==> src/rtl/pics_pkg.sv <==
// constants, types and state codes shared by the poisson sampler modules
package pics_pkg;

   localparam int KMAX     = 127;
   localparam int K_W      = $clog2(KMAX + 1);
   localparam int COUNT_W  = 7;
   localparam int PROB_W   = 32;
   localparam int LAMBDA_W = 21;
   localparam int TOL_W    = 16;
   localparam int FRAC_W   = 16;
   localparam int PROD_W   = PROB_W + LAMBDA_W;
   localparam int DIVD_W   = PROD_W - FRAC_W;
   localparam int DCNT_W   = $clog2(DIVD_W);
   localparam int SUM_W    = PROB_W + K_W;
   localparam int CSR_IDX_W  = 2;
   localparam int CSR_DATA_W = 32;
   localparam int REQ_DATA_W = 32;
   localparam int RSP_DATA_W = 8;

   localparam logic [LAMBDA_W-1:0] RATE_RESET = '0;
   localparam logic [PROB_W-1:0]   EXP_RESET  = '1;
   localparam logic [TOL_W-1:0]    TOL_RESET  = TOL_W'(4295);

   typedef enum logic [CSR_IDX_W-1:0] {
      CSR_RATE_LAMBDA  = 2'd0,
      CSR_EXP_NEG_RATE = 2'd1,
      CSR_TOLERANCE    = 2'd2
   } csr_index_type;

   typedef enum logic [2:0] {
      ST_IDLE,
      ST_CHECK,
      ST_MUL,
      ST_DIV,
      ST_ACC,
      ST_DONE
   } state_type;

   typedef struct packed {
      logic load;
      logic next_k;
      logic force_kmax;
      logic mul;
      logic div_step;
      logic accumulate;
      logic deliver;
   } cmd_type;

   typedef struct packed {
      logic hit;
      logic k_max;
      logic term_zero;
      logic div_last;
   } status_type;

endpackage

==> src/rtl/pics_ctrl.sv <==
// control state machine sequencing the term multiply, divide and accumulate
module pics_ctrl (
   input  logic                 clock,
   input  logic                 reset,
   input  logic                 req_tvalid,
   output logic                 req_tready,
   input  logic                 out_free,
   input  pics_pkg::status_type status,
   output pics_pkg::cmd_type    cmd
);

   pics_pkg::state_type state_ff;
   pics_pkg::state_type state_in;

   always_ff @(posedge clock) begin
      if (reset) begin
         state_ff <= pics_pkg::ST_IDLE;
      end else begin
         state_ff <= state_in;
      end
   end

   always_comb begin
      state_in   = state_ff;
      cmd        = '0;
      req_tready = 1'b0;
      unique case (state_ff)
         pics_pkg::ST_IDLE: begin
            req_tready = 1'b1;
            if (req_tvalid) begin
               cmd.load = 1'b1;
               state_in = pics_pkg::ST_CHECK;
            end
         end
         pics_pkg::ST_CHECK: begin
            priority if (status.hit || status.k_max) begin
               state_in = pics_pkg::ST_DONE;
            end else if (status.term_zero) begin
               // later terms stay zero, so the search ends at the limit
               cmd.force_kmax = 1'b1;
               state_in       = pics_pkg::ST_DONE;
            end else begin
               cmd.next_k = 1'b1;
               state_in   = pics_pkg::ST_MUL;
            end
         end
         pics_pkg::ST_MUL: begin
            cmd.mul  = 1'b1;
            state_in = pics_pkg::ST_DIV;
         end
         pics_pkg::ST_DIV: begin
            cmd.div_step = 1'b1;
            if (status.div_last) begin
               state_in = pics_pkg::ST_ACC;
            end
         end
         pics_pkg::ST_ACC: begin
            cmd.accumulate = 1'b1;
            state_in       = pics_pkg::ST_CHECK;
         end
         pics_pkg::ST_DONE: begin
            if (out_free) begin
               cmd.deliver = 1'b1;
               state_in    = pics_pkg::ST_IDLE;
            end
         end
         default: begin
            state_in = pics_pkg::ST_IDLE;
         end
      endcase
   end

   a_div_holds: assert property (@(posedge clock) disable iff (reset)
      (state_ff == pics_pkg::ST_DIV && !status.div_last) |=> state_ff == pics_pkg::ST_DIV)
      else $error("divider left before its last step");

   a_done_reason: assert property (@(posedge clock) disable iff (reset)
      state_ff == pics_pkg::ST_DONE |-> (status.hit || status.k_max))
      else $error("search finished without reaching target or limit");

   a_load_idle: assert property (@(posedge clock) disable iff (reset)
      cmd.load |-> state_ff == pics_pkg::ST_IDLE)
      else $error("word loaded while busy");

endmodule

==> src/rtl/pics_dp.sv <==
// datapath: term register, multiplier, restoring divider and running sum
module pics_dp (
   input  logic                            clock,
   input  logic                            reset,
   input  pics_pkg::cmd_type               cmd,
   output pics_pkg::status_type            status,
   input  logic [pics_pkg::PROB_W-1:0]     uniform_value,
   input  logic [pics_pkg::LAMBDA_W-1:0]   rate_lambda,
   input  logic [pics_pkg::PROB_W-1:0]     exp_neg_rate,
   input  logic [pics_pkg::TOL_W-1:0]      tolerance,
   output logic [pics_pkg::COUNT_W-1:0]    event_count,
   output logic                            saturated
);

   logic [pics_pkg::PROB_W-1:0] target_ff, target_in;
   logic [pics_pkg::PROB_W-1:0] term_ff, term_in;
   logic [pics_pkg::SUM_W-1:0]  sum_ff, sum_in;
   logic [pics_pkg::K_W-1:0]    k_ff, k_in;
   logic [pics_pkg::DIVD_W-1:0] quo_ff, quo_in;
   logic [pics_pkg::K_W-1:0]    rem_ff, rem_in;
   logic [pics_pkg::DCNT_W-1:0] dcnt_ff, dcnt_in;
   logic [pics_pkg::PROD_W-1:0] product;
   logic [pics_pkg::K_W:0]      trial;
   logic                        trial_ge;
   logic [pics_pkg::PROB_W-1:0] next_term;

   assign product  = term_ff * rate_lambda;
   assign trial    = {rem_ff, quo_ff[pics_pkg::DIVD_W-1]};
   assign trial_ge = trial >= {1'b0, k_ff};
   assign next_term = (quo_ff > pics_pkg::DIVD_W'({pics_pkg::PROB_W{1'b1}}))
                      ? {pics_pkg::PROB_W{1'b1}} : quo_ff[pics_pkg::PROB_W-1:0];

   always_comb begin
      target_in = target_ff;
      term_in   = term_ff;
      sum_in    = sum_ff;
      k_in      = k_ff;
      quo_in    = quo_ff;
      rem_in    = rem_ff;
      dcnt_in   = dcnt_ff;
      if (cmd.load) begin
         target_in = (uniform_value > pics_pkg::PROB_W'(tolerance))
                     ? uniform_value - pics_pkg::PROB_W'(tolerance) : '0;
         term_in   = exp_neg_rate;
         sum_in    = pics_pkg::SUM_W'(exp_neg_rate);
         k_in      = '0;
      end
      if (cmd.next_k) begin
         k_in = k_ff + pics_pkg::K_W'(1);
      end
      if (cmd.force_kmax) begin
         k_in = pics_pkg::K_W'(pics_pkg::KMAX);
      end
      if (cmd.mul) begin
         quo_in  = product[pics_pkg::PROD_W-1:pics_pkg::FRAC_W];
         rem_in  = '0;
         dcnt_in = pics_pkg::DCNT_W'(pics_pkg::DIVD_W - 1);
      end
      if (cmd.div_step) begin
         rem_in  = trial_ge ? pics_pkg::K_W'(trial - {1'b0, k_ff}) : trial[pics_pkg::K_W-1:0];
         quo_in  = {quo_ff[pics_pkg::DIVD_W-2:0], trial_ge};
         dcnt_in = dcnt_ff - pics_pkg::DCNT_W'(1);
      end
      if (cmd.accumulate) begin
         term_in = next_term;
         sum_in  = sum_ff + pics_pkg::SUM_W'(next_term);
      end
   end

   always_ff @(posedge clock) begin
      target_ff <= target_in;
      term_ff   <= term_in;
      sum_ff    <= sum_in;
      k_ff      <= k_in;
      quo_ff    <= quo_in;
      rem_ff    <= rem_in;
      dcnt_ff   <= dcnt_in;
   end

   always_comb begin
      status.hit       = sum_ff >= pics_pkg::SUM_W'(target_ff);
      status.k_max     = k_ff == pics_pkg::K_W'(pics_pkg::KMAX);
      status.term_zero = term_ff == '0;
      status.div_last  = dcnt_ff == '0;
   end

   assign event_count = pics_pkg::COUNT_W'(k_ff);
   assign saturated   = ~status.hit;

   a_k_bound: assert property (@(posedge clock) disable iff (reset)
      (cmd.next_k || cmd.force_kmax) |=> k_ff <= pics_pkg::K_W'(pics_pkg::KMAX))
      else $error("count beyond limit");

   a_sum_grows: assert property (@(posedge clock) disable iff (reset)
      cmd.accumulate |=> sum_ff >= $past(sum_ff))
      else $error("running sum wrapped");

endmodule

==> src/rtl/poisson_inverse_cdf_sampler_top.sv <==
// top level of the poisson inverse transform sampler with registers and output stage
//
// channel | direction | fields (low bit first)
// req     | in        | tdata: uniform_value[31:0]
// rsp     | out       | tdata: event_count[6:0], zero pad; tuser: saturated
// csr     | in        | index 0 rate_lambda, 1 exp_neg_rate, 2 tolerance
//
// after a word is accepted, terms are computed until the search ends and the result
// is registered; a term is one test, one multiply, 37 restoring divide steps and one
// accumulate. a zero term ends the search at once at the limit.
// reset is synchronous; the configuration registers return to their reset values.
// a finished search waits while the output register holds an unaccepted word.
// a new word is taken while the previous result waits in the output register.
module poisson_inverse_cdf_sampler_top (
   input  logic                               clock,
   input  logic                               reset,
   input  logic                               req_tvalid,
   output logic                               req_tready,
   input  logic [pics_pkg::REQ_DATA_W-1:0]    req_tdata,   // uniform_value
   output logic                               rsp_tvalid,
   input  logic                               rsp_tready,
   output logic [pics_pkg::RSP_DATA_W-1:0]    rsp_tdata,   // event_count, pad
   output logic                               rsp_tuser,   // saturated
   input  logic                               csr_valid,
   output logic                               csr_ready,
   input  logic [pics_pkg::CSR_IDX_W-1:0]     csr_index,
   input  logic [pics_pkg::CSR_DATA_W-1:0]    csr_data
);

   logic [pics_pkg::LAMBDA_W-1:0] rate_ff;
   logic [pics_pkg::PROB_W-1:0]   exp_ff;
   logic [pics_pkg::TOL_W-1:0]    tol_ff;
   logic                          rsp_valid_ff, rsp_valid_in;
   logic [pics_pkg::COUNT_W-1:0]  count_ff;
   logic                          sat_ff;
   logic [pics_pkg::COUNT_W-1:0]  event_count;
   logic                          saturated;
   logic                          out_free;
   pics_pkg::cmd_type             cmd;
   pics_pkg::status_type          status;

   assign csr_ready = 1'b1;

   always_ff @(posedge clock) begin
      if (reset) begin
         rate_ff <= pics_pkg::RATE_RESET;
         exp_ff  <= pics_pkg::EXP_RESET;
         tol_ff  <= pics_pkg::TOL_RESET;
      end else if (csr_valid) begin
         unique case (csr_index)
            pics_pkg::CSR_RATE_LAMBDA:  rate_ff <= csr_data[pics_pkg::LAMBDA_W-1:0];
            pics_pkg::CSR_EXP_NEG_RATE: exp_ff  <= csr_data[pics_pkg::PROB_W-1:0];
            pics_pkg::CSR_TOLERANCE:    tol_ff  <= csr_data[pics_pkg::TOL_W-1:0];
            default: begin
            end
         endcase
      end
   end

   assign out_free = !rsp_valid_ff || rsp_tready;

   always_comb begin
      rsp_valid_in = rsp_valid_ff;
      if (rsp_tready) begin
         rsp_valid_in = 1'b0;
      end
      if (cmd.deliver) begin
         rsp_valid_in = 1'b1;
      end
   end

   always_ff @(posedge clock) begin
      if (reset) begin
         rsp_valid_ff <= 1'b0;
      end else begin
         rsp_valid_ff <= rsp_valid_in;
      end
   end

   always_ff @(posedge clock) begin
      if (cmd.deliver) begin
         count_ff <= event_count;
         sat_ff   <= saturated;
      end
   end

   assign rsp_tvalid = rsp_valid_ff;
   assign rsp_tdata  = pics_pkg::RSP_DATA_W'(count_ff);
   assign rsp_tuser  = sat_ff;

   pics_ctrl u_ctrl (
      .clock      (clock),
      .reset      (reset),
      .req_tvalid (req_tvalid),
      .req_tready (req_tready),
      .out_free   (out_free),
      .status     (status),
      .cmd        (cmd)
   );

   pics_dp u_dp (
      .clock         (clock),
      .reset         (reset),
      .cmd           (cmd),
      .status        (status),
      .uniform_value (req_tdata[pics_pkg::PROB_W-1:0]),
      .rate_lambda   (rate_ff),
      .exp_neg_rate  (exp_ff),
      .tolerance     (tol_ff),
      .event_count   (event_count),
      .saturated     (saturated)
   );

   a_no_overwrite: assert property (@(posedge clock) disable iff (reset)
      cmd.deliver |-> out_free)
      else $error("result register overwritten");

endmodule
==> config.mk <==
export PLATFORM = sky130hd
export DESIGN_NAME = poisson_inverse_cdf_sampler_top
export DESIGN_NICKNAME = d
export VERILOG_FILES = /design/src/rtl/pics_pkg.sv /design/src/rtl/pics_ctrl.sv /design/src/rtl/pics_dp.sv /design/src/rtl/poisson_inverse_cdf_sampler_top.sv
export SDC_FILE = /design/constraint.sdc
export NUM_CORES = 2
export LEC_CHECK = 0
export BUFFER_PORTS_ARGS = -buffer_cell sky130_fd_sc_hd__buf_4
export CORE_MARGIN = 8
export CORE_UTILIZATION = 35
export CTS_BUF_LIST = sky130_fd_sc_hd__clkbuf_4 sky130_fd_sc_hd__clkbuf_8
export DETAILED_ROUTE_END_ITERATION = 10
export PLACE_DENSITY_LB_ADDON = 0.05
export SYNTH_ARGS = -nofsm -noshare
export SYNTH_HDL_FRONTEND = slang
export SYNTH_HIERARCHICAL = 1
export SYNTH_SLANG_ARGS = --single-unit
export TNS_END_PERCENT = 1
==> constraint.sdc <==
create_clock -name clock -period 10.9 [get_ports clock]
set_clock_uncertainty 0.2 [all_clocks]
set_input_delay 1.09 -clock clock [delete_from_list [all_inputs] [get_ports clock]]
set_output_delay 1.09 -clock clock [all_outputs]
set_load 0.1 [all_outputs]
-- Yosys cells after proc, flatten, opt, wreduce, memory -nomap -nowiden
Index checks and enable logic that the tools add are counted.
- output and inout port bits: 12
- bits in registers: 241
- input port bits: 71
- word-level logic and storage cells: 85
- equal/unequal tests: 11
- multipliers: 1
- add/sub/neg operators: 5
- bitwise gates (word level): 1
- muxes and demuxes: 34
- order comparisons: 4
- reductions and logical operators: 15
- operators by type and width (kind ; count):
    $mux W32 ; 3
    $mux W39 ; 2
    $mux W37 ; 2
    $mul A32 B21 Y53 ; 1
    $add A39 B32 Y39 ; 1
    $ge A39 B32 Y1 ; 1
    $gt A37 B32 Y1 const B ; 1
    $mux W7 ; 5
    $gt A32 B16 Y1 ; 1
    $logic_not A32 Y1 ; 1
    $sub A32 B16 Y32 ; 1
    $pmux W3 S6 ; 1
    $mux W3 ; 5
    $mux W1 ; 12
    $mux W6 ; 2
    $ge A8 B7 Y1 ; 1
    $reduce_bool A2 Y1 ; 4
    $add A7 B1 Y7 const B ; 1
    $eq A7 B7 Y1 const B ; 1
    $sub A7 B7 Y7 ; 1
    $eq A3 B2 Y1 const B ; 2
    $eq A3 B3 Y1 const B ; 2
    $logic_not A6 Y1 ; 1
    $ne A2 B2 Y1 const B ; 3
    12 further kinds ; 16

-- Logic depth before layout (Yosys ltp)
- word-level depth: 5
- mapped depth: 28
- depth with buffers taken out: 26

-- By module
The synthesis kept the hierarchy.
- by module, submodules not included (module ; seq. area each (sq um) ; cells an instance ; area each (sq um) ; instances):
    pics_dp ; 4734.5 ; 3515 ; 32099.5 ; 1
    poisson_inverse_cdf_sampler_top ; 1641.6 ; 303 ; 3154.3 ; 1
    pics_ctrl ; 60.1 ; 34 ; 286.5 ; 1

-- Worst setup path after synthesis
OpenSTA, ideal clock, no wires.
- kind: reg-to-reg
- from: register u_dp/term_ff[3] (netlist bit)
- to: register u_dp/quo_ff[31] (netlist bit) (data pin)
- clock period less this slack: 7.627 ns
- slack: 3.273 ns
- required time: 10.434 ns
- buffers on the path: 2
- arrival: 7.161 ns
- setup time: 0.266 ns
- cell stages (with the launch flop): 26
- cells stage by stage: edfxtp_1 > clkbuf_1 > and2_1 > fa_1 > inv_1 > fa_1 > inv_1 > fa_1 > fa_1 > fa_1 > fa_1 > inv_1 > fa_1 > inv_1 > ha_1 > clkbuf_1 > a21oi_1 > o21ai_0 > o21ai_0 > or3_1 > a211o_1 > a2111o_1 > a32oi_1 > a21boi_0 > xor2_1 > o21ai_0
- word-level cells in the longest chain between the ends: 3
- RTL lines (element ; line ; RTL):
    start, declared ; pics_dp.sv:16 ; logic [pics_pkg::PROB_W-1:0] term_ff, term_in;
    start signal, assigned ; pics_dp.sv:72 ; term_ff <= term_in;
    $mul A32 B21 Y53 ; pics_dp.sv:27 ; assign product = term_ff * rate_lambda;
    $mux W37 ; pics_dp.sv:54 ; if (cmd.mul) begin
    $mux W37 ; pics_dp.sv:59 ; if (cmd.div_step) begin
    via u_dp.quo_in, one bit ; pics_dp.sv:19 ; logic [pics_pkg::DIVD_W-1:0] quo_ff, quo_in;
    end signal, assigned ; pics_dp.sv:75 ; quo_ff <= quo_in;
    end, declared ; pics_dp.sv:19 ;
The timed path passes the listed nets, and every way through them passes these cells. The select of a mux whose other input is x is not followed.
A chain may end at the register's enable or synchronous reset.

-- Final worst setup path
- from: register rate_ff[7] (netlist bit)
- to: register u_dp/quo_ff[34] (netlist bit) (data pin)
- word-level cells in the longest chain between the ends: 3
- RTL lines (element ; line ; RTL):
    start, declared ; poisson_inverse_cdf_sampler_top.sv:30 ; logic [pics_pkg::LAMBDA_W-1:0] rate_ff;
    start signal, assigned ; poisson_inverse_cdf_sampler_top.sv:46 ; rate_ff <= pics_pkg::RATE_RESET;
    start signal, assigned ; poisson_inverse_cdf_sampler_top.sv:51 ; pics_pkg::CSR_RATE_LAMBDA: rate_ff <= csr_data[pics_pkg::LAMBDA_W-1:0];
    $mul A32 B21 Y53 ; pics_dp.sv:27 ;
    $mux W37 ; pics_dp.sv:54 ;
    $mux W37 ; pics_dp.sv:59 ;
    via u_dp.quo_in, one bit ; pics_dp.sv:19 ;
The timed path passes the listed nets, and every way through them passes these cells. The select of a mux whose other input is x is not followed.

==> results.md <==
- Status: completed
- Vias: 25,500
- Placed cells: 5,161
- Combinational Power Share: 54.9%
- Starting Density: 35.1%
- Crit path kind: reg2reg
- Post-Layout Cell Count: 5,252
- Die W: 335 um
- Flop and latch count out of synthesis: 241
- Crit end category: register
- Synth Warn #: 6
- DRT Wirelength: 107,000 um
- Yosys top cell area share: 32.1%
- Die Y: 335 um
- Worst skew pair latency: 0.61 ns
- Worst reg2reg path startpoint: rate_ff[7]$_SDFFE_PP0P_
- CTS buffer count: 48
- Final hold violation count: 0
- Pre-CTS WS: 2.15 ns
- Synthesis-to-finish area growth: 8.25%
- Largest net degree at the start of global routing: 88
- Fill count: 10,600
- Max VDD drop: 0.0000763 V
- NetSw: 2.04 mW
- Hold Path Cell Cnt: 0
- First drt pass iteration count: 5
- Maxcap violations: 0
- Aggregate global routing overflow: 0
- Tmin final: 8.72 ns
- Yosys top cell by area: fa_1
- Setup WS post-layout: 2.18 ns
- Sw frac: 43.8%
- Top_reg_cell synth: edfxtp_1
- Synth area leaders: fa_1 (32%), edfxtp_1 (14%), ha_1 (8.8%)
- CTS tree: done
- Detail Route Antenna Nets: 0
- Iteration-0 DRC Markers: 1,268
- WL/cell: 20.3 um
- Final setup fails: 0
- Hold Path Class: reg2reg
- Residual DRC: 0
- Gpl congestion: 0.819
- H-tree levels: 2
- Data required time of the worst path: 11.02 ns
- Slew @ Worst Pin: 1.05 ns
- Die footprint: 112,000 um2
- Max Freq: 115 MHz
- CP Data Arrival Time: 8.85 ns
- Crit path max fanout: 20
- Startpoint Class: register
- Post-synth EDFFs: 161
- Hold Crit Start: u_dp/event_count[5]$_SDFFE_PP1P_
- Cell Int Power: 2.62 mW
- CTS sink count: 241
- Power density cells: 121 nW/um2
- CTS resizes: 0
- Hold buffers post-CTS: 0
- Sequential power share: 24.4%
- First-pass GRT wire length: 169,000 um
- Mapped Cells: 3,852
- Synth cell count leaders: inv_1 (728), fa_1 (569), nand2_1 (428)
- Static Leak: 17.4 nW
- Reg2Reg Depth: 23
- Nets: 4,733
- Ys async rst share: 0%
- Sequential cell area: 6440 um2
- Core area: 101,000 um2
- Root Buffer: clkbuf_8
- Sequential share of the synthesized area: 18.1%
- Port bufs: 80
- Worst hold slack: 0.269 ns
- Initial antenna violation count: 0
- Final period util: 80.0%
- RSZ-0062 raised after global routing: false
- Clock Tree Buf Depth: 3
- Aggregate negative setup slack: 0 ns
- Vias in the first global route: 27,900
- Rel. slew slack: 29.8%
- Crit. Startpoint: rate_ff[7]$_SDFFE_PP0P_
- Total track usage: 19.3%
- Post-CTS Setup Inserts: 0
- Worst-path clk slew: 0.06 ns
- Number of top-level pins: 83
- Post-Syn Nets: 4,742
- Cell row count: 117
- Most common cell in the netlist: inv_1
- Clock network fraction of total power: 20.8%
- Post-DP HPWL: 82,300 um
- Share of layout cells above drive strength 1: 7.96%
- Multi-input gate area: 25,500 um2
- Synth unique cells: 73
- Mean Syn Cell Area: 9.23 um2
- Synth Cell Area: 35,500 um2
- Vias/cell: 4.86
- Max-slew violations: 0
[final timing paths]
path	to	slack (ns)
min reg2reg	count_ff[5]$_DFFE_PP_	0.27
max reg2reg	u_dp/quo_ff[34]$_DFFE_PP_	2.18
max	u_dp/quo_ff[34]$_DFFE_PP_	2.18
min	count_ff[5]$_DFFE_PP_	0.27
[metal layers]
layer	GRT usage (%)	vias up	share of wire (%)	routed length (um)
li1	-	12000	-	-
met1	26.2	13000	46	48800
met2	33.7	390	49	52700
met3	1.79	121	2.9	3070
met4	4.05	0	2.0	2180
met5	0	-	0	0
[power groups by stage]
stage          Sequential (mW)  Clock, mW  Combinational [mW]
6_report                  1.14      0.967                2.56
5_1_grt                   1.14       1.04                2.93
4_1_cts                   1.14       1.01                2.61
3_5_place_dp              1.16          0                2.58
3_3_place_gp              1.16          0                2.60
2_1_floorplan             1.14          0                1.81
[placed cells by master (no fill, tap or decap), types with 22 or more instances in the layout]
cell type	netlist	final
buf_4	4	143
dfxtp_1	80	78
ha_1	250	250
nand2b_1	67	67
nor2b_1	22	22
and2_1	363	361
or3_1	39	39
mux2_2	53	53
xnor2_1	61	61
a21o_1	61	61
nor3_1	23	23
o21ai_0	106	106
clkbuf_8	0	55
edfxtp_1	161	161
nand2_1	428	428
a21oi_1	128	128
fa_1	569	569
nand3_1	26	26
xor2_1	32	32
nand4_1	34	34
mux2i_1	71	71
nor2_1	155	155
inv_1	728	728
[logic make-up (layout without fill, tap and decap cells)]
family,count (synthesis),after routing,share of synthesized area (%)
DFF,241,241,18.1
adders and majority gates,819,819,40.9
buffers and inverters,930,959,10.1
muxes,124,124,3.68
other,2,5,0.0211
xor gates and xnor gates,93,93,2.29
and+or+nand+nor,1223,1223,17.6
AOI/OAI and AO/OA,420,420,7.35
[metrics by stage]
step	cell area (um2)	utilization [%]	total power, mW
global placement	37500	37.0	3.76
detailed placement	37500	37.0	3.73
finish	38500	38.0	4.66
CTS	38500	38.0	4.76
floorplan	35500	-	2.95
global route	38500	38.0	5.11
[registers in the layout (all words and copies together) (netlist names), 16 cells and up]
signal,cells
exp_ff,32
rate_ff,21
tol_ff,16
u_dp/quo_ff,37
u_dp/sum_ff,39
u_dp/target_ff,32
u_dp/term_ff,32
[worst max-delay path, stage by stage (launching register included)]
cell	delay [ns]
dfxtp_1	0.77
buf_4	0.40
nand2_1	0.12
fa_1	0.54
fa_1	0.45
fa_1	0.52
inv_1	0.05
fa_1	0.47
fa_1	0.52
fa_1	0.57
inv_1	0.07
fa_1	0.54
inv_1	0.04
ha_1	0.41
a21oi_1	0.10
o21ai_0	0.30
o21ai_0	0.13
or3_1	0.46
a211oi_1	0.33
a2bb2oi_1	0.44
a31oi_1	0.37
o31ai_1	0.38
xnor2_1	0.15
o21ai_0	0.09
[layout make-up]
| class | count | area share [%] |
|---|---|---|
| multi-input cells | 2681 | 66.3 |
| flip-flops and latches | 241 | 16.7 |
| inverters | 728 | 7.10 |
| well taps | 1368 | 4.45 |
| repair buffers | 143 | 2.79 |
| clock buffers | 69 | 2.24 |
| clock inverters | 19 | 0.332 |
| diodes | 3 | 0.0195 |
Note: power is estimated with default switching activity, not from simulation.
